File: src/rtl/core/apq_min_unit.sv
// Compare unit: tracks the running minimum priority during a scan.
`timescale 1ns / 1ps
`default_nettype none

module apq_min_unit
  #(
    parameter int AW = 7,
    parameter int VW = 32,
    parameter int PW = 32
  )
  (
    input  wire logic          clk,
    input  wire logic          cand_vld,
    input  wire logic          cand_first,
    input  wire logic [AW-1:0] cand_idx,
    input  wire logic [VW-1:0] cand_value,
    input  wire logic [PW-1:0] cand_prio,
    output logic      [AW-1:0] best_idx,
    output logic      [VW-1:0] best_value,
    output logic      [PW-1:0] best_prio
  );

  logic take;

  // strict less-than keeps the earliest entry on ties
  assign take = cand_vld && (cand_first || ($signed(cand_prio) < $signed(best_prio)));

  always_ff @(posedge clk) begin
    if (take) begin
      best_idx   <= cand_idx;
      best_value <= cand_value;
      best_prio  <= cand_prio;
    end
  end

endmodule

`default_nettype wire

File: config.mk
export PLATFORM = sky130hd
export DESIGN_NAME = apq_min_unit
export DESIGN_NICKNAME = d
export VERILOG_FILES = /design/src/rtl/core/apq_min_unit.sv
export SDC_FILE = /design/constraint.sdc
export NUM_CORES = 1
export LEC_CHECK = 0
export ABC_CLOCK_PERIOD_IN_PS = 13500
export BUFFER_PORTS_ARGS = -buffer_cell sky130_fd_sc_hd__buf_2
export CORE_MARGIN = 3
export CORE_UTILIZATION = 49
export CTS_CLUSTER_SIZE = 10
export DETAILED_ROUTE_END_ITERATION = 10
export GPL_TIMING_DRIVEN = 0
export PLACE_DENSITY_LB_ADDON = 0.1
export SYNTH_ARGS = -nofsm -noshare
export SYNTH_HDL_FRONTEND = slang
export SYNTH_SLANG_ARGS = --single-unit
export TNS_END_PERCENT = 5
File: constraint.sdc
create_clock -name clk -period 13.5 [get_ports clk]
set_input_delay 0.675 -clock clk [delete_from_list [all_inputs] [get_ports clk]]
set_output_delay 0.675 -clock clk [all_outputs]
set_load 0.05 [all_outputs]
; ---- Yosys cells after proc, flatten, opt, wreduce, memory -nomap -nowiden
; Index checks and enable logic that the tools add are counted.
; Widths: inputs -> output; s select.
[op_classes]
n_lt_le_gt_ge = 1
n_reduce_logical = 2
[op_table]
columns = cell, n
row1 = $lt 32x32->1, 1
row2 = $logic_and 1x1->1, 1
row3 = $logic_or 1x1->1, 1
[word_totals]
regBits = 71
output_inout_bits = 71
inputBits = 74

; ---- Depth between registers and ports, before layout
; Gate-level depths: netlist of the first run.
[logic_depth]
depth_word = 3
mapped_depth = 7
depth_no_buf = 7

; ---- Least setup slack after synthesis of the first run
; OpenSTA, ideal clock, no wires.
[synth_timing]
path_type = flip-flop to flip-flop
startpoint = register best_prio[30]
endpoint = register best_idx[0] (enable)
setup_ps = 558
t_required_ps = 12942
path_buffers = 0
path_slack_ps = 6826
arrival_time_ps = 6116
path_stages_with_launch = 8
path_cell_list = edfxtp_1 > inv_1 > ha_1 > a21oi_1 > nand2_1 > a221o_1 > o21a_1 > a2111oi_2
[synth_between]
elab_chain_cells = 3
[synth_lines]
columns = element, line
row1 = from (decl), 20  ; output logic [PW-1:0] best_prio
row2 = from (signal assigned), 32  ; best_prio <= cand_prio;
row3 = $lt 32x32->1, 26  ; assign take = cand_vld && (cand_first || ($signed(cand_prio) < $signed(best_prio)));
row4 = $logic_or 1x1->1, 26
row5 = $logic_and 1x1->1, 26
row6 = net take, 23  ; logic take;
row7 = to (signal assigned), 30  ; best_idx <= cand_idx;
row8 = to (decl), 18  ; output logic [AW-1:0] best_idx,
; The timed path passes the listed nets, and every way through them passes these cells.
; A chain may end at the register's enable or synchronous reset.

; ---- Worst setup path in the final report of the first run
[layout_timing]
startpoint = input port cand_prio[31]
endpoint = register best_value[18] (enable)
[layout_between]
elab_chain_cells = 3
[layout_lines]
columns = element, line
row1 = from (decl), 17  ; input wire logic [PW-1:0] cand_prio,
row2 = $lt 32x32->1, 26
row3 = $logic_or 1x1->1, 26
row4 = $logic_and 1x1->1, 26
row5 = net take, 23
row6 = to (signal assigned), 31  ; best_value <= cand_value;
row7 = to (decl), 19  ; output logic [VW-1:0] best_value,
; The timed path passes the listed nets, and every way through them passes these cells.

==> results of run 1 <==
stage by stage:
step	std cells	utilization	cell area, um2	worst slack (ns)
final	424	0.7068	4011	10.20
after global routing	424	0.7068	4011	10.06
after CTS	424	0.7068	4011	10.20
after detailed placement	408	0.6777	3846	9.838
after global placement	403	0.6636	3766	5.109
after floorplan	187	-	2955	6.826
worst paths after layout:
path	endpoint	slack [ns]	depth (start not counted)
setup / recovery	best_value[18]	10.20	10
hold / removal	best_value[6]	0.51	1
setup reg to reg	best_value[18]	10.26	10
hold reg to reg	best_prio[2]	1.17	5
Yosys cell counts (all sizes together) (2+ instances only):
cell type,count
nand2,9
o21ai,6
o21a,2
inv,32
ha,31
o2bb2ai,2
nor2,3
a21oi,14
and4,2
nand4,4
edfxtp,71
nand2b,2
logic make-up after synthesis:
family | count (synthesis) | share of synthesized area
AO/OA/AOI/OAI | 28 | 0.06012
buffers and inverters | 32 | 0.04065
flip-flops | 71 | 0.7214
adder cells (fa/ha/maj) | 31 | 0.1312
AND/OR/NAND/NOR | 25 | 0.04657
layout make-up:
type / instances / area share
clock buffers: 10 / 0.03182
clock inverters: 6 / 0.009357
inverters: 32 / 0.02994
multi-input cells: 84 / 0.1784
flip-flops and latches: 71 / 0.5315
well taps: 72 / 0.02246
repair buffers: 149 / 0.1965
sequential cells by signal, indices dropped and copies added (netlist names):
signal,flops
best_prio,32
best_value,32
best_idx,7
worst max-delay path: cells and delay by family:
kind | cells | cell delay [ns]
AND/OR/NAND/NOR | 2 | 0.24
buffers and inverters | 4 | 0.71
AO/OA/AOI/OAI | 3 | 1.38
adder cells (fa/ha/maj) | 1 | 0.34
cells in the final DEF (no fill, tap or decap), types with 2 or more instances in the layout:
cell type	netlist	routed
buf_2	0	144
edfxtp_1	71	71
inv_1	32	32
ha_1	31	31
a21oi_1	14	14
nand2_1	9	9
clkbuf_8	0	9
o21ai_0	6	6
nand4_1	4	4
clkinv_2	0	4
nor2_1	3	3
buf_8	0	3
and4_1	2	2
o2bb2ai_1	2	2
o21a_1	2	2
clkinv_4	0	2
buf_6	0	2
power by group:
group,total [mW],leakage (nW),internal [mW],switching [mW]
Clock,0.142,0.0898,0.0660,0.0764
Combinational,0.129,1.11,0.0349,0.0945
Sequential,0.271,0.681,0.265,0.00597
metal layers:
layer | vias up | part of all wire | track usage
met3 | 14 | 0.079 | 0.04837
met1 | 936 | 0.41 | 0.2442
met5 | - | 0 | 0
met4 | 0 | 0.021 | 0.09357
li1 | 1016 | - | -
met2 | 93 | 0.49 | 0.3312
==> results.py, run 1 <==
metrics = {
    "timing": {
        "hold_viol": 0,
        "fin_hold_ws_ns": 0.5104,
        "tns_ns": 0,
        "tightest_slew_ns": 0.8895,
        "finalSetupViolations": 0,
        "relSlewSlack": 0.4070,
        "fin_crit_ns": 3.302,
        "timing.fmax_ghz": 0.3029,
        "rsz0062_at_grt": "no",
        "final_max_slew_viol_count": 0,
        "finalClockSkew_ns": 0.01304,
        "layout_worst_path_cycle_share": 0.2446,
    },
    "synthesis": {
        "netlist_top_cells_area": "edfxtp_1, ha_1, inv_1",
        "yosysWarningCount": 0,
        "synth-edff-count": 71,
        "netlist_instances": 187,
        "syn_nets": 292,
        "async_flop_share": 0,
        "synth_flop_cell": "edfxtp_1",
        "yosysUniqueCellTypes": 22,
        "synth.ff_latch_count": 71,
        "syn_avg_cell_area_um2": 15.80,
        "yosys.area.top_type": "edfxtp_1",
        "ys_seq_area_frac": 0.7214,
        "yosysTopAreaCellShare": 0.7214,
        "syn_area_um2": 2955,
    },
    "clock_tree": {
        "clk_latency_ns": 0.34,
        "cts_setup_buffers": 0,
        "cts_buffers": 9,
        "cts_sinks": 71,
        "cts_tree": "done",
        "cts-root-buf": "clkbuf_8",
        "h-tree-depth": 3,
        "cts_resized": 0,
        "cts.clk_slew.worst_paths_ns": 0.07,
        "clk_path_buf_depth": 2,
        "cts_hold_buf": 0,
    },
    "die": {
        "io_pins": 145,
        "dieArea_um2": 6999,
        "num_rows": 27,
        "initial_utilization": 0.5207,
        "die_w_um": 83.66,
        "core-area_um2": 5675,
        "die_y_um": 83.66,
    },
    "global_route": {
        "overflow": 0,
        "grt_max_degree": 16,
        "grt_use_total": 0.1991,
        "grt_pass1_vias": 2113,
        "antenna_found_initial": 0,
        "grt_pass1_wl_um": 10680,
    },
    "final_layout": {
        "antenna_cells": 0,
        "multi_input_area_um2": 715.7,
        "syn_to_final_growth_pct": 35.73,
        "final-seq-area_um2": 2132,
        "nets": 452,
        "n_fill_cell": 444,
        "drive_above_1_share": 0.4716,
    },
    "critical_path": {
        "crit_top_cell": "buf_8",
        "cp.arrival_ns": 3.34,
        "required_ns": 13.54,
        "critPathMaxFanout": 15,
        "slowest_delay_ns": 0.82,
        "crit_start": "cand_prio[31]",
        "critPathLaunchType": "primary input",
        "crit_chain": "buf_2 > ha_1 > nand4_1 > nor3_1 > a221o_1 > o21a_1 > a2111oi_4 > buf_8 > buf_8 > buf_6",
        "end_kind": "flop",
        "critPathKind": "primary input to flop",
        "r2r-start": "best_prio[30]",
        "crit_slowest_cell": "a2111oi_4",
    },
    "drt": {
        "wirelength_um": 6569,
        "via_count": 2059,
        "wl_per_cell_um": 15.49,
        "drt_iter0_drc": 124,
        "via_per_inst": 4.856,
        "final_antenna_net_count": 0,
        "dr.pass1.iters": 4,
        "drc_errors": 0,
    },
    "placed_design": {
        "gp_congestion": 0.7013,
        "portBuffers": 144,
        "hpwlAfterDp_um": 5457,
    },
    "power": {
        "powerDensity_nw_per_um2": 135.4,
        "power_mw": 0.5430,
        "power.static_leakage_nw": 1.878,
        "ir_worst_vdd_uv": 72.19,
    },
    "run": {
        "drv_cap": 0,
    },
    "run_status": {
        "status": "completed",
    },
    "min_path": {
        "hold_start": "cand_value[6]",
        "hold_path.class": "primary input to flop",
    },
}
Note: power is estimated with default switching activity, not from simulation.
==> inputs of run 2 (changes only) <==
--- a/config.mk
+++ b/config.mk
@@ -5,10 +5,10 @@
 export SDC_FILE = /design/constraint.sdc
 export NUM_CORES = 1
 export LEC_CHECK = 0
-export ABC_CLOCK_PERIOD_IN_PS = 13500
+export ABC_CLOCK_PERIOD_IN_PS = 3250
 export BUFFER_PORTS_ARGS = -buffer_cell sky130_fd_sc_hd__buf_2
 export CORE_MARGIN = 3
-export CORE_UTILIZATION = 49
+export CORE_UTILIZATION = 46
 export CTS_CLUSTER_SIZE = 10
 export DETAILED_ROUTE_END_ITERATION = 10
 export GPL_TIMING_DRIVEN = 0
==> constraint.sdc (replaced) <==
create_clock -name clk -period 3.25 [get_ports clk]
set_input_delay 0.1625 -clock clk [delete_from_list [all_inputs] [get_ports clk]]
set_output_delay 0.1625 -clock clk [all_outputs]
set_load 0.05 [all_outputs]
==> run 2 against run 1 <==
  * Sequential power increased to 4.1 times the previous value
  * Via count rose by 4.8%
  * Clock skew about the same
  * Setup slack got worse by 9.9 ns
  * Power rose to 4.4 times the previous value
  * First-iteration DRC count shrank 19%
  * Clock power grew to 4.7 times the previous value
==> results.py, run 2 (same netlist as run 1, synthesis figures left out) <==
metrics = {
    "critical_path": {
        "slowest_delay_ns": 0.39,
        "end_kind": "flop",
        "r2r_cells": 11,
        "r2r-start": "best_prio[29]",
        "critPathMaxFanout": 15,
        "critPathLaunchType": "flop",
        "crit_chain": "inv_1 > ha_1 > nand4_1 > nor3_1 > a221o_1 > o21a_1 > a2111oi_4 > buf_6 > buf_6 > buf_8 > buf_8",
        "crit_buf_inv": 5,
        "crit_slowest_cell": "edfxtp_1",
        "critPathKind": "flop to flop",
        "r2r_slack_ns": 0.34,
        "crit_family": "compound AO/OA/AOI/OAI gates",
        "required_ns": 3.29,
        "rr_endpoint": "best_value[5]",
        "cp.arrival_ns": 2.95,
    },
    "global_route": {
        "grt_use_total": 0.1770,
        "overflow": 0,
        "antenna_found_initial": 0,
        "grt_pass1_wl_um": 10040,
        "grt_max_degree": 16,
        "grt_pass1_vias": 2161,
    },
    "final_layout": {
        "final_util": 0.7267,
        "antenna_cells": 0,
        "final-seq-area_um2": 2132,
        "mostFrequentLayoutCell": "buf_2",
        "biggestRegsByFlops": "best_prio (32), best_value (32), best_idx (7)",
        "final_cells": 461,
        "final_cell_mix": "buf_2, edfxtp_1, dlygate4sd3_1",
        "design_area_um2": 4404,
        "n_fill_cell": 452,
        "syn_to_final_growth_pct": 49.03,
        "multi_input_area_um2": 747.0,
        "drive_above_1_share": 0.4404,
        "nets": 486,
    },
    "drt": {
        "wl_per_cell_um": 14.45,
        "drt_iter0_drc": 101,
        "via_per_inst": 4.679,
        "dr.pass1.iters": 4,
        "via_count": 2157,
        "final_antenna_net_count": 0,
        "drc_errors": 0,
        "wirelength_um": 6661,
    },
    "min_path": {
        "hold_end": "best_idx[0]",
        "hold-path-cell-count": 1,
        "hold_start": "cand_idx[0]",
        "hold_path.class": "primary input to flop",
    },
    "die": {
        "num_rows": 28,
        "die_w_um": 86.16,
        "core-area_um2": 6061,
        "dieArea_um2": 7423,
        "io_pins": 145,
        "die_y_um": 86.16,
        "initial_utilization": 0.4876,
    },
    "run": {
        "drv_cap": 0,
    },
    "timing": {
        "timing.fmax_ghz": 0.3431,
        "rsz0062_at_grt": "no",
        "relSlewSlack": 0.6739,
        "final_max_slew_viol_count": 0,
        "fin_crit_ns": 2.914,
        "hold_viol": 0,
        "tns_ns": 0,
        "layout_worst_path_cycle_share": 0.8968,
        "worst_slack_ns": 0.3356,
        "tightest_slew_ns": 0.4847,
        "finalSetupViolations": 0,
        "finalClockSkew_ns": 0.01258,
    },
    "placed_design": {
        "place_inst": 411,
        "gp_congestion": 0.7517,
        "place_ws_ns": 0.1622,
        "hpwlAfterDp_um": 5008,
        "placed_cell_area_um2": 3877,
        "portBuffers": 144,
    },
    "clock_tree": {
        "cts_buffers": 9,
        "clk_latency_ns": 0.33,
        "cts_sinks": 71,
        "cts_resized": 0,
        "cts-root-buf": "clkbuf_8",
        "cts_tree": "done",
        "clk_path_buf_depth": 2,
        "h-tree-depth": 3,
        "cts.clk_slew.worst_paths_ns": 0.08,
    },
    "power": {
        "ir_worst_vdd_uv": 316.3,
        "power.static_leakage_nw": 2.016,
        "powerDensity_nw_per_um2": 538.4,
    },
    "run_status": {
        "status": "completed",
    },
}
-- run 2: area by class of cell --
type | count | area share
flip-flops and latches | 71 | 0.4841
multi-input cells | 84 | 0.1696
repair buffers | 183 | 0.2548
well taps | 75 | 0.02131
clock inverters | 6 | 0.01392
clock buffers | 10 | 0.02898
inverters | 32 | 0.02727
-- run 2: metal layers --
metal,GRT usage,wire (um)
met1,0.2148,2720
met2,0.2929,3153
met3,0.05379,652
met4,0.07482,134
met5,0,0
-- run 2: worst max path at each step --
stage	start	end	slack, ns	depth (start not counted)
detailed placement	best_prio[1]	best_value[7]	0.16	10
global route	best_prio[19]	best_value[9]	0.21	11
CTS	best_prio[1]	best_idx[4]	0.13	10
global placement	best_prio[19]	best_value[7]	-1.91	7
finish	best_prio[29]	best_value[5]	0.34	11
floorplan	best_prio[1]	best_idx[0]	-1.31	6
-- run 2: power breakdown --
part	switching, mW	internal (mW)
combinational	0.402	0.175
clock	0.320	0.351
sequential	0.0228	1.10
total	0.745	1.63
-- run 2: repair_timing --
item / in CTS / in global routing
setup endpoints to repair: 0 / 4
hold endpoints to repair: 28 / 5
hold buffers: 28 / 5
buffers inserted: 0 / 1
-- run 2: metrics by stage --
step | hold WS, ns | total power, mW
2_1_floorplan | 0.2614 | 1.526
3_3_place_gp | 0.3396 | 1.672
3_5_place_dp | 0.3408 | 1.690
4_1_cts | 0.00006306 | 2.388
5_1_grt | 0.001087 | 2.484
6_report | 0.01597 | 2.371
-- run 2: worst register-to-register path, delay by kind of cell, from the launching register on --
kind            cells  cell delay [ns]
compound gates      3             0.92
buf+inv             5             0.83
flops               1             0.39
fa+ha+maj           1             0.24
simple gates        2             0.24
